## src/cbmt_pkg.sv

```systemverilog
// Shared constants, types and helpers for the counter bank with max tracking.
package cbmt_pkg;

    localparam int NUM_COUNTERS = 64;
    localparam int COUNT_BITS   = 16;
    localparam int IDX_W        = $clog2(NUM_COUNTERS);
    localparam int CNT_W        = 7;

    localparam logic signed [COUNT_BITS-1:0] CNT_MAX = {1'b0, {(COUNT_BITS-1){1'b1}}};
    localparam logic signed [COUNT_BITS-1:0] CNT_MIN = {1'b1, {(COUNT_BITS-1){1'b0}}};
    localparam logic [CNT_W-1:0] ACTIVE_RESET = CNT_W'(NUM_COUNTERS);

    typedef enum logic [1:0] {
        OP_INC   = 2'd0,
        OP_DEC   = 2'd1,
        OP_CLR   = 2'd2,
        OP_QUERY = 2'd3
    } op_t;

    typedef struct packed {
        logic accept;
        logic modify;
        logic scan_start;
        logic scan_run;
        logic load_direct;
        logic load_held;
    } ctl_cmd_t;

    typedef struct packed {
        logic need_rescan;
        logic scan_done;
    } dp_status_t;

    // out-of-range active count: zero acts as one, above the bank size clamps
    function automatic logic [CNT_W-1:0] eff_count(input logic [CNT_W-1:0] ac);
        logic [CNT_W-1:0] n;
        if (ac == '0)
            n = CNT_W'(1);
        else if (ac > CNT_W'(NUM_COUNTERS))
            n = CNT_W'(NUM_COUNTERS);
        else
            n = ac;
        return n;
    endfunction

endpackage

```

## src/cbmt_dp.sv

```systemverilog
// Datapath: counter memory, read-modify-write, incremental max tracking and rescan.
module cbmt_dp import cbmt_pkg::*;
(
    input  logic                         clk,
    input  logic                         rst_n,
    input  ctl_cmd_t                     cmd,
    output dp_status_t                   st,
    input  logic                         cfg_we,
    input  logic [CNT_W-1:0]             cfg_data,
    input  logic [1:0]                   in_op,
    input  logic [IDX_W-1:0]             in_index,
    output logic signed [COUNT_BITS-1:0] out_value,
    output logic signed [COUNT_BITS-1:0] out_max_value,
    output logic [CNT_W-1:0]             out_max_number,
    output logic                         out_bad_index
);

    logic signed [COUNT_BITS-1:0] mem [NUM_COUNTERS];
    logic [NUM_COUNTERS-1:0]      vld_reg;
    logic signed [COUNT_BITS-1:0] rd_raw_reg;
    logic                         rd_ok_reg;

    op_t                          op_reg;
    logic [IDX_W-1:0]             idx_reg;
    logic [CNT_W-1:0]             ac_reg;
    logic                         dirty_reg;

    logic signed [COUNT_BITS-1:0] max_reg;
    logic [CNT_W-1:0]             holders_reg;
    logic signed [COUNT_BITS-1:0] value_reg;
    logic                         bad_reg;

    logic [CNT_W-1:0]             scan_cnt_reg;
    logic                         scan_vld_reg;
    logic                         first_reg;

    logic signed [COUNT_BITS-1:0] out_value_reg;
    logic signed [COUNT_BITS-1:0] out_max_reg;
    logic [CNT_W-1:0]             out_num_reg;
    logic                         out_bad_reg;

    logic [CNT_W-1:0]             n;
    logic signed [COUNT_BITS-1:0] rd_data;
    logic                         bad;
    logic signed [COUNT_BITS-1:0] new_val;
    logic signed [COUNT_BITS-1:0] res_val;
    logic                         changed;
    logic signed [COUNT_BITS-1:0] max_inc;
    logic [CNT_W-1:0]             hold_inc;
    logic                         drop_last;
    logic                         scan_issue;
    logic                         rd_en;
    logic [IDX_W-1:0]             rd_addr;
    logic                         mem_we;

    assign n       = eff_count(ac_reg);
    assign rd_data = rd_ok_reg ? rd_raw_reg : '0;
    assign bad     = {1'b0, idx_reg} >= n;

    always_comb
    begin
        unique case (op_reg)
            OP_INC:   new_val = (rd_data != CNT_MAX) ? rd_data + COUNT_BITS'(1) : rd_data;
            OP_DEC:   new_val = (rd_data != CNT_MIN) ? rd_data - COUNT_BITS'(1) : rd_data;
            OP_CLR:   new_val = '0;
            OP_QUERY: new_val = rd_data;
            default:  new_val = rd_data;
        endcase
    end

    assign res_val = bad ? '0 : new_val;
    assign changed = !bad && (new_val != rd_data);

    // incremental update of max and tie count for a single changed counter
    always_comb
    begin
        max_inc   = max_reg;
        hold_inc  = holders_reg;
        drop_last = 1'b0;
        if (changed)
        begin
            if (new_val > max_reg)
            begin
                max_inc  = new_val;
                hold_inc = CNT_W'(1);
            end
            else if (new_val == max_reg)
            begin
                hold_inc = holders_reg + CNT_W'(1);
            end
            else if (rd_data == max_reg)
            begin
                hold_inc  = holders_reg - CNT_W'(1);
                drop_last = (holders_reg == CNT_W'(1));
            end
        end
    end

    assign st.need_rescan = dirty_reg || drop_last;
    assign st.scan_done   = (scan_cnt_reg == n) && !scan_vld_reg;

    assign scan_issue = cmd.scan_run && (scan_cnt_reg < n);
    assign rd_en      = cmd.accept || scan_issue;
    assign rd_addr    = cmd.accept ? in_index : scan_cnt_reg[IDX_W-1:0];
    assign mem_we     = cmd.modify && !bad && (op_reg != OP_QUERY);

    always_ff @(posedge clk)
    begin
        if (mem_we)
            mem[idx_reg] <= new_val;
        if (rd_en)
            rd_raw_reg <= mem[rd_addr];
    end

    // valid bits give the all-zero reset without a clearing pass
    always_ff @(posedge clk or negedge rst_n)
    begin
        if (!rst_n)
        begin
            vld_reg   <= '0;
            rd_ok_reg <= 1'b0;
        end
        else
        begin
            if (mem_we)
                vld_reg[idx_reg] <= 1'b1;
            if (rd_en)
                rd_ok_reg <= vld_reg[rd_addr];
        end
    end

    always_ff @(posedge clk or negedge rst_n)
    begin
        if (!rst_n)
        begin
            ac_reg       <= ACTIVE_RESET;
            dirty_reg    <= 1'b0;
            max_reg      <= '0;
            holders_reg  <= eff_count(ACTIVE_RESET);
            scan_cnt_reg <= '0;
            scan_vld_reg <= 1'b0;
            first_reg    <= 1'b0;
        end
        else
        begin
            if (cfg_we)
            begin
                ac_reg    <= cfg_data;
                dirty_reg <= 1'b1;
            end
            if (cmd.modify)
            begin
                max_reg     <= max_inc;
                holders_reg <= hold_inc;
            end
            if (cmd.scan_start)
            begin
                dirty_reg    <= 1'b0;
                scan_cnt_reg <= '0;
                scan_vld_reg <= 1'b0;
                first_reg    <= 1'b1;
            end
            else if (cmd.scan_run)
            begin
                scan_vld_reg <= scan_issue;
                if (scan_issue)
                    scan_cnt_reg <= scan_cnt_reg + CNT_W'(1);
                if (scan_vld_reg)
                begin
                    if (first_reg || rd_data > max_reg)
                    begin
                        max_reg     <= rd_data;
                        holders_reg <= CNT_W'(1);
                        first_reg   <= 1'b0;
                    end
                    else if (rd_data == max_reg)
                    begin
                        holders_reg <= holders_reg + CNT_W'(1);
                    end
                end
            end
        end
    end

    always_ff @(posedge clk)
    begin
        if (cmd.accept)
        begin
            op_reg  <= op_t'(in_op);
            idx_reg <= in_index;
        end
        if (cmd.modify)
        begin
            value_reg <= res_val;
            bad_reg   <= bad;
        end
        if (cmd.load_direct)
        begin
            out_value_reg <= res_val;
            out_max_reg   <= max_inc;
            out_num_reg   <= hold_inc;
            out_bad_reg   <= bad;
        end
        else if (cmd.load_held)
        begin
            out_value_reg <= value_reg;
            out_max_reg   <= max_reg;
            out_num_reg   <= holders_reg;
            out_bad_reg   <= bad_reg;
        end
    end

    assign out_value      = out_value_reg;
    assign out_max_value  = out_max_reg;
    assign out_max_number = out_num_reg;
    assign out_bad_index  = out_bad_reg;

`ifndef ASSERT_OFF
    a_direct_no_rescan: assert property (@(posedge clk) disable iff (!rst_n)
        cmd.load_direct |-> !st.need_rescan)
        else $error("result loaded directly while a rescan was due");
`endif

endmodule

```

## src/cbmt_ctrl.sv

```systemverilog
// Controller: item sequencing, rescan control and output word valid.
module cbmt_ctrl import cbmt_pkg::*;
(
    input  logic       clk,
    input  logic       rst_n,
    input  logic       in_valid,
    output logic       in_stall,
    output logic       out_valid,
    input  logic       out_stall,
    input  dp_status_t st,
    output ctl_cmd_t   cmd
);

    typedef enum logic [3:0] {
        S_IDLE   = 4'b0001,
        S_MODIFY = 4'b0010,
        S_SCAN   = 4'b0100,
        S_FINISH = 4'b1000
    } state_t;

    state_t state_reg;
    state_t state_next;
    logic   out_valid_reg;
    logic   out_valid_next;
    logic   out_free;

    assign out_free = !out_valid_reg || !out_stall;

    always_comb
    begin
        state_next = state_reg;
        cmd        = '0;
        unique case (state_reg)
            S_IDLE:
            begin
                cmd.accept = in_valid;
                if (in_valid)
                    state_next = S_MODIFY;
            end
            S_MODIFY:
            begin
                cmd.modify = 1'b1;
                if (st.need_rescan)
                begin
                    cmd.scan_start = 1'b1;
                    state_next     = S_SCAN;
                end
                else if (out_free)
                begin
                    cmd.load_direct = 1'b1;
                    state_next      = S_IDLE;
                end
                else
                begin
                    state_next = S_FINISH;
                end
            end
            S_SCAN:
            begin
                cmd.scan_run = 1'b1;
                if (st.scan_done)
                    state_next = S_FINISH;
            end
            S_FINISH:
            begin
                if (out_free)
                begin
                    cmd.load_held = 1'b1;
                    state_next    = S_IDLE;
                end
            end
            default:
            begin
                state_next = S_IDLE;
            end
        endcase
    end

    always_comb
    begin
        out_valid_next = out_valid_reg;
        if (cmd.load_direct || cmd.load_held)
            out_valid_next = 1'b1;
        else if (!out_stall)
            out_valid_next = 1'b0;
    end

    always_ff @(posedge clk or negedge rst_n)
    begin
        if (!rst_n)
        begin
            state_reg     <= S_IDLE;
            out_valid_reg <= 1'b0;
        end
        else
        begin
            state_reg     <= state_next;
            out_valid_reg <= out_valid_next;
        end
    end

    assign in_stall  = (state_reg != S_IDLE);
    assign out_valid = out_valid_reg;

`ifndef ASSERT_OFF
    a_load_when_free: assert property (@(posedge clk) disable iff (!rst_n)
        (cmd.load_direct || cmd.load_held) |-> !(out_valid_reg && out_stall))
        else $error("output word overwritten while stalled");
    a_scan_exit: assert property (@(posedge clk) disable iff (!rst_n)
        (state_reg == S_SCAN) |=> (state_reg == S_SCAN || state_reg == S_FINISH))
        else $error("rescan left to an unexpected state");
`endif

endmodule

```

## src/counter_bank_with_max_tracking.sv

```systemverilog
// Top level: bank of saturating signed counters with max value and tie count.
//
//  channel | handshake             | payload
//  --------+-----------------------+----------------------------------------
//  in      | in_valid / in_stall   | op, index
//  out     | out_valid / out_stall | value, max_value, max_number, bad_index
//  cfg     | cfg_valid / cfg_ready | active_count
//
// An item is accepted with the counter memory read, then updated and written.
// When the sole holder of the max drops, or after an active_count write, a rescan
// reads the n active counters through the single memory read port.
// Reset clears counters through per-entry valid bits; no clearing pass.
// A new item is taken while the previous result word waits on out_stall.
module counter_bank_with_max_tracking import cbmt_pkg::*;
(
    input  logic                         clk,
    input  logic                         rst_n,
    input  logic                         in_valid,
    output logic                         in_stall,
    input  logic [1:0]                   op,
    input  logic [IDX_W-1:0]             index,
    output logic                         out_valid,
    input  logic                         out_stall,
    output logic signed [COUNT_BITS-1:0] value,
    output logic signed [COUNT_BITS-1:0] max_value,
    output logic [CNT_W-1:0]             max_number,
    output logic                         bad_index,
    input  logic                         cfg_valid,
    output logic                         cfg_ready,
    input  logic [CNT_W-1:0]             active_count
);

    ctl_cmd_t   cmd;
    dp_status_t st;

    assign cfg_ready = 1'b1;

    cbmt_ctrl u_ctrl
    (
        .clk       (clk),
        .rst_n     (rst_n),
        .in_valid  (in_valid),
        .in_stall  (in_stall),
        .out_valid (out_valid),
        .out_stall (out_stall),
        .st        (st),
        .cmd       (cmd)
    );

    cbmt_dp u_dp
    (
        .clk            (clk),
        .rst_n          (rst_n),
        .cmd            (cmd),
        .st             (st),
        .cfg_we         (cfg_valid && cfg_ready),
        .cfg_data       (active_count),
        .in_op          (op),
        .in_index       (index),
        .out_value      (value),
        .out_max_value  (max_value),
        .out_max_number (max_number),
        .out_bad_index  (bad_index)
    );

`ifndef ASSERT_OFF
    a_bad_zero: assert property (@(posedge clk) disable iff (!rst_n)
        (out_valid && bad_index) |-> (value == '0))
        else $error("bad index word carries a nonzero value");
    a_max_bound: assert property (@(posedge clk) disable iff (!rst_n)
        (out_valid && !bad_index) |-> (max_value >= value))
        else $error("counter value above reported max");
    a_ties_nonzero: assert property (@(posedge clk) disable iff (!rst_n)
        out_valid |-> (max_number != '0))
        else $error("max holder count is zero");
`endif

endmodule

```

## config.mk

```make
export PLATFORM = sky130hd
export DESIGN_NAME = counter_bank_with_max_tracking
export DESIGN_NICKNAME = d
export VERILOG_FILES = /design/src/cbmt_pkg.sv /design/src/cbmt_dp.sv /design/src/cbmt_ctrl.sv /design/src/counter_bank_with_max_tracking.sv
export SDC_FILE = /design/constraint.sdc
export NUM_CORES = 2
export LEC_CHECK = 0
export BUFFER_PORTS_ARGS = -buffer_cell sky130_fd_sc_hd__clkbuf_2
export CAP_MARGIN = 5
export CELL_PAD_IN_SITES_DETAIL_PLACEMENT = 2
export CELL_PAD_IN_SITES_GLOBAL_PLACEMENT = 2
export CORE_AREA = 10 10 322 324
export DETAILED_ROUTE_END_ITERATION = 8
export DIE_AREA = 0 0 332 334
export HOLD_SLACK_MARGIN = 0.06
export PLACE_DENSITY_LB_ADDON = 0.15
export SLEW_MARGIN = 20
export SYNTH_ARGS = -nofsm -noshare
export SYNTH_HDL_FRONTEND = slang
export SYNTH_SLANG_ARGS = --single-unit
```

## constraint.sdc

```tcl
create_clock -name clk -period 20.3 [get_ports clk]
set_clock_uncertainty 0.2 [all_clocks]
set_input_delay 3.045 -clock clk [delete_from_list [all_inputs] [get_ports clk]]
set_output_delay 3.045 -clock clk [all_outputs]
set_load 0.01 [all_outputs]
```

Yosys cells after proc, flatten, opt, wreduce, memory -nomap -nowiden
Memories as Yosys holds them, arrays and structs flattened. A register that Yosys moved wholly into a read port is not among the register bits.
Index checks and enable logic that the tools add are counted.
{"block": "word_totals", "regBits": 175, "mem_bits_rw": 1024, "in_bits": 20, "output_inout_bits": 43, "wordCells": 150, "n_memories": 1}
{"block": "classes", "n_addsub": 5, "magnitude_cmp": 8, "eq_ne": 20, "n_mux": 70, "bitwise_logic": 1, "reduce_logical": 26}
{"name": "u_dp.mem", "depth": 64, "word_bits": 16, "read_ports": 1, "rd_ports_with_merged_regs": 1, "wr": 1, "line_no": "cbmt_dp.sv:18", "rtl": "logic signed [COUNT_BITS-1:0] mem [NUM_COUNTERS];"}
{"operator": "$mux 16", "n": 15}
{"operator": "$mux 7", "n": 17}
{"operator": "$or 64x64->64", "n": 1}
{"operator": "$pmux 16 s4", "n": 1}
{"operator": "$eq 16x16->1", "n": 2}
{"operator": "$gt 16x16->1", "n": 2}
{"operator": "$ne 16x16->1 const B", "n": 2}
{"operator": "$mux 1", "n": 27}
{"operator": "$mux 4", "n": 5}
{"operator": "$add 16x2->16 const B", "n": 1}
{"operator": "$ne 16x16->1", "n": 1}
{"operator": "$pmux 4 s4", "n": 1}
{"operator": "$sub 16x2->16 const B", "n": 1}
{"operator": "$add 7x1->7 const B", "n": 2}
{"operator": "$lt 6x7->1 const B", "n": 2}
{"operator": "$reduce_bool 2->1", "n": 6}
{"operator": "$eq 7x1->1 const B", "n": 1}
{"operator": "$eq 7x7->1", "n": 1}
{"operator": "$ge 6x7->1", "n": 1}
{"operator": "$gt 7x7->1 const B", "n": 1}
{"operator": "$logic_not 7->1", "n": 1}
{"operator": "$lt 7x7->1", "n": 1}
{"operator": "$sub 7x1->7 const B", "n": 1}
{"operator": "$bmux 1 s6", "n": 1}
{"operator": "other kinds (19)", "n": 36}

Logic depth before layout (Yosys ltp)
{"block": "logic_depth", "depth_word": 17, "ltp_mapped": 28}

Hierarchy
A second synthesis with hierarchy kept.
{"block": "unflattened", "cells_unflattened": 2863, "hier_area_um2": 50289.5}
{"module": "cbmt_dp", "instances": 1, "cells_each": 2831, "area_each_um2": 49977.9, "seq_area_each_um2": 35811.8}
{"module": "cbmt_ctrl", "instances": 1, "cells_each": 30, "area_each_um2": 300.3, "seq_area_each_um2": 126.4}
{"module": "counter_bank_with_max_tracking", "instances": 1, "cells_each": 2, "area_each_um2": 11.3, "seq_area_each_um2": 0.0}

Worst setup path after synthesis
No wires, ideal clock.
{"block": "synth_path", "path_kind": "reg2reg", "startpoint": "register u_dp.rd_ok_reg", "endpoint": "register u_dp.out_bad_reg, in the netlist u_dp.out_bad_index (enable)", "setup_time_ps": 451, "arrival_ps": 8546, "t_required_ps": 19649, "path_slack_ps": 11103, "stages_incl_launch_ff": 25, "period_less_slack_ps": 9197, "cell_sequence": "dfrtp_1 clkbuf_1 clkbuf_1 clkbuf_1 buf_1 nand2_1 inv_1 ha_1 nand4_1 or4_1 nor2_1 nor3_1 nor3_1 a211oi_1 a21oi_1 ha_1 nand2_1 o21a_1 o211a_1 o21ai_0 clkbuf_1 nor2_1 nand2_2 a22oi_1 a21oi_1"}
{"block": "synth_via", "elab_chain_len": 12}
{"item": "start: declaration", "line_no": "cbmt_dp.sv:21", "rtl": "logic rd_ok_reg;"}
{"item": "start signal: assignment", "line_no": "cbmt_dp.sv:128", "rtl": "rd_ok_reg <= vld_reg[rd_addr];"}
{"item": "$mux 16 *", "line_no": "cbmt_dp.sv:57", "rtl": "assign rd_data = rd_ok_reg ? rd_raw_reg : '0;"}
{"item": "$sub 16x2->16, or another cell as far along", "line_no": "cbmt_dp.sv:64", "rtl": "OP_DEC: new_val = (rd_data != CNT_MIN) ? rd_data - COUNT_BITS'(1) : rd_data;"}
{"item": "$mux 16 (on tied branches)", "line_no": "cbmt_dp.sv:64, cbmt_dp.sv:63"}
{"item": "$pmux 16 s4 *", "line_no": "cbmt_dp.sv:62", "rtl": "unique case (op_reg)"}
{"item": "named net u_dp.new_val[3]", "line_no": "cbmt_dp.sv:45", "rtl": "logic signed [COUNT_BITS-1:0] new_val;"}
{"item": "parallel branches: the longest is 3 deep, another holds $gt 16x16->1"}
{"item": "$mux 1 *", "line_no": "cbmt_dp.sv:80", "rtl": "if (changed)"}
{"item": "$logic_or 1x1->1 *", "line_no": "cbmt_dp.sv:99", "rtl": "assign st.need_rescan = dirty_reg || drop_last;"}
{"item": "$mux 1 *", "line_no": "cbmt_ctrl.sv:43", "rtl": "if (st.need_rescan)"}
{"item": "$mux 1 *", "line_no": "cbmt_ctrl.sv:33", "rtl": "unique case (state_reg)"}
{"item": "$reduce_bool 2->1 (no source line) *"}
{"item": "end signal: assignment", "line_no": "cbmt_dp.sv:209", "rtl": "out_bad_reg <= bad_reg;"}
{"item": "end: declaration", "line_no": "cbmt_dp.sv:40", "rtl": "logic out_bad_reg;"}
Mark *: on every way through the listed nets, which the timed path passes.
A chain may end at the register's enable or synchronous reset.

Worst setup path in the final report
{"block": "layout_path", "startpoint": "register u_dp.rd_ok_reg", "endpoint": "register u_dp.out_max_reg[11], in the netlist u_dp.out_max_value[11], data pin"}
{"block": "layout_via", "elab_chain_len": 12}
{"item": "$mux 16 *", "line_no": "cbmt_dp.sv:57"}
{"item": "$sub 16x2->16, or another cell as far along", "line_no": "cbmt_dp.sv:64"}
{"item": "$mux 16 (on tied branches)", "line_no": "cbmt_dp.sv:64, cbmt_dp.sv:63"}
{"item": "$pmux 16 s4 *", "line_no": "cbmt_dp.sv:62"}
{"item": "named net u_dp.new_val[15]", "line_no": "cbmt_dp.sv:45"}
{"item": "parallel branches: the longest is 7 deep, another holds $gt 16x16->1"}
{"item": "$mux 16 *", "line_no": "cbmt_dp.sv:197", "rtl": "if (cmd.load_direct)"}
{"item": "end signal: assignment", "line_no": "cbmt_dp.sv:200", "rtl": "out_max_reg <= max_inc;"}
{"item": "end signal: assignment", "line_no": "cbmt_dp.sv:207", "rtl": "out_max_reg <= max_reg;"}
{"item": "end: declaration", "line_no": "cbmt_dp.sv:38", "rtl": "logic signed [COUNT_BITS-1:0] out_max_reg;"}
Marked as above.

==> metrics.cfg <==
[drt]
wire_per_inst_um = 41.06
drtIter0Drc = 3942
routed_wl_um = 183700
first_pass_iters = 8
drc = 0
vias = 30880
drt-vias-per-instance = 6.902
ant_nets = 0

[floorplan]
start_util_pct = 51.46
fp.dieW_um = 332
core_area_sq_um = 97560
dieArea_sq_um = 110900
pin_count = 63
die_y_um = 334
rows = 115

[global_routing]
grt_pass1_wl_um = 263500
antenna_found_initial = 8
grt_use_total_pct = 32.96
overflow = 0
grt_pass1_vias = 33200
grt_max_degree = 125

[setup_path]
path_max_fanout = 68
crit_type = flop to flop
cp.arrival_ns = 8.19
cpMaxStageDelayCell = a2111oi_1
cp.depth = 22
worstPathCellList = buf_4, nand2_1, inv_1, ha_1, nand2_1, nor2_1, a2111oi_1, and3_1, nand3_1, xnor2_1, a22o_2, buf_4, ha_1, nand4_1, nor2_1, nand3_1, o21ai_0, buf_4, or2_2, nand3_1, nor3_1, a21oi_1
r2r_cells = 22
cp_top_family = simple AND/OR/NAND/NOR gates
r2r_slack_ns = 12.38
crit_required_ns = 20.57
cp-end-kind = flop
cp.buffers_inverters = 4
critPathLaunchType = flop
max_stage_delay_ns = 0.96

[placement]
place_ws_ns = 11.67
post-dp-hpwl_um = 101000
place.gp.congestion = 0.8218
port_buffers = 61

[logic_synthesis]
syn_area_per_cell_sq_um = 17.08
syn_area_sq_um = 50200
synth_cell_type_count = 79
ys_seq_elements = 1215
synth-edff-count = 1105
yosysSeqAreaShare_pct = 71.59
async_flop_share_pct = 9.053
yosys_warnings = 0
synth_cells = 2940
syn_nets = 3010
ys.flop_type = edfxtp_1

[sta]
final.setup.worst_slack_ns = 12.38
fmax_mhz = 126.3
min_period_over_period_pct = 38.99
maxSlewHeadroom_pct = 21.06
period_needed_ns = 7.916
worst_slew_pin_slew_ns = 1.184
rsz0062_at_grt = no
finalSetupTns_ns = 0
setup_viol = 0
hold_violations = 0
drv_slew = 0

[clock_network]
cts_hold_buf = 0
root_buffer = clkbuf_16
clkLatencyLatePin_ns = 0.77
clock_path_buffers = 3
postCtsSetupRepairBufs = 0
tritoncts = yes
cts_resized = 0
numCtsBuffers = 130
h-tree-depth = 4
path_clk_slew_ns = 0.07
numClockSinks = 1215

[cells_and_area]
final_common_cell = edfxtp_1
largest_reg_flops = 1024
nNetsFinal = 3153
seq_area_sq_um = 35940
mostFrequentLayoutCells = 1,105 x edfxtp_1, 382 x nand2_1, 271 x mux4_2
drive_gt1_share_pct = 24.30
num-fill-cells = 8169
multi_input_area_sq_um = 13570
area.growth.synth_to_final_pct = 13.14

[status]
status = finished, final reports clean

[job]
cap_violations = 0

[hold_path]
min_path_cells = 1
hp-class = flop to flop

[pwr]
p_leak_uw = 0.02019
p_per_area_nw_per_um2 = 149.2
peakVddDrop_uv = 118.6

## worst reg2reg max path, cell delays in order, from the launching register on
cell and delay, ns:
dfrtp_1 0.40, buf_4 0.29, nand2_1 0.33, inv_1 0.21, ha_1 0.30, nand2_1 0.08
nor2_1 0.09, a2111oi_1 0.96, and3_1 0.38, nand3_1 0.16, xnor2_1 0.17, a22o_2 0.15
buf_4 0.77, ha_1 0.31, nand4_1 0.11, nor2_1 0.26, nand3_1 0.46, o21ai_0 0.27
buf_4 0.21, or2_2 0.16, nand3_1 0.68, nor3_1 0.54, a21oi_1 0.12
## layout make-up
type / instances / area share [%]
antenna: 2 / 0.008811
clock buffer: 174 / 6.474
clock inverter: 60 / 1.194
inverter: 48 / 0.3172
multi-input combinational: 1522 / 23.88
sequential: 1215 / 63.27
tap: 1287 / 2.835
timing repair buffer: 166 / 2.016
## kinds of logic after synthesis
| logic type | share of synthesized area (%) |
|---|---|
| simple gates | 7.926 |
| fa+ha+maj | 1.246 |
| flops | 71.59 |
| xor+xnor | 0.5408 |
| other cells | 0.007470 |
| buf+inv | 1.697 |
| compound gates | 3.367 |
| mux | 13.63 |
## through the flow
step	cells	hold WS (ns)	power, uW	util (%)	cell area [sq um]
after floorplan	2940	0.2308	4824	-	50200
after global placement	4237	0.2450	5675	53.71	52390
after detailed placement	4237	0.2552	5880	53.71	52390
after CTS	4471	0.2894	8451	58.17	56750
after global routing	4474	0.3051	8721	58.22	56800
final	4474	0.2833	8476	58.22	56800
## path summary, 6_finish.rpt
path / startpoint / end
worst min register to register: u_dp.vld_reg[26] / u_dp.vld_reg[26]
max in group asynchronous: rst_n / u_dp.vld_reg[24]
worst max register to register: u_dp.rd_ok_reg / u_dp.out_max_value[11]
min in group asynchronous: rst_n / u_dp.vld_reg[29]
worst min-delay path: u_dp.vld_reg[26] / u_dp.vld_reg[26]
worst max-delay path: u_dp.rd_ok_reg / u_dp.out_max_value[11]
## synth_stat cells, types with 5 or more instances
library cell | number | area, sq um
nand2b_1 | 5 | 31.28
clkbuf_1 | 96 | 360.4
mux2_2 | 16 | 180.2
o221ai_1 | 19 | 166.4
a211oi_1 | 9 | 67.56
nor3_1 | 28 | 140.1
xnor2_1 | 26 | 227.7
and2_1 | 21 | 131.4
a21oi_1 | 54 | 270.3
o21ai_0 | 37 | 185.2
buf_2 | 32 | 160.2
or3_1 | 9 | 56.30
a32oi_1 | 19 | 166.4
and3_1 | 29 | 181.4
o31ai_1 | 6 | 45.04
nand2_1 | 382 | 1434
mux4_2 | 271 | 6103
a31oi_1 | 21 | 131.4
a22o_1 | 14 | 122.6
nor2b_1 | 9 | 56.30
buf_1 | 20 | 75.07
a21o_1 | 11 | 82.58
a22oi_1 | 5 | 37.54
dfrtp_1 | 107 | 2678
nand3_1 | 126 | 630.6
ha_1 | 50 | 625.6
o22ai_1 | 10 | 62.56
nor2_1 | 127 | 476.7
o211ai_1 | 6 | 45.04
nand3b_1 | 8 | 60.06
mux2_4 | 9 | 135.1
inv_1 | 46 | 172.7
edfxtp_1 | 1105 | 33180
xor2_1 | 5 | 43.79
and4_1 | 5 | 43.79
or2_2 | 68 | 425.4
or4_1 | 10 | 75.07
mux2i_1 | 41 | 410.4
nand4_1 | 9 | 56.30
## routing by layer
layer  vias up  global-route usage [%]  wire [um]
met3       532                   5.978      14320
met4         6                   17.98      10930
met1     16570                   41.38      67960
met5         -                       0         36
met2      1927                   54.19      90480
li1      11850                       -          -
## power breakdown
| part | leakage, uW | internal, uW | total (uW) | switching, uW |
|---|---|---|---|---|
| logic | 0.00646 | 792 | 2620 | 1830 |
| registers | 0.0116 | 3220 | 3330 | 114 |
| clock network | 0.00214 | 1430 | 2520 | 1090 |
No activity file was read; power rests on OpenSTA's default activity.
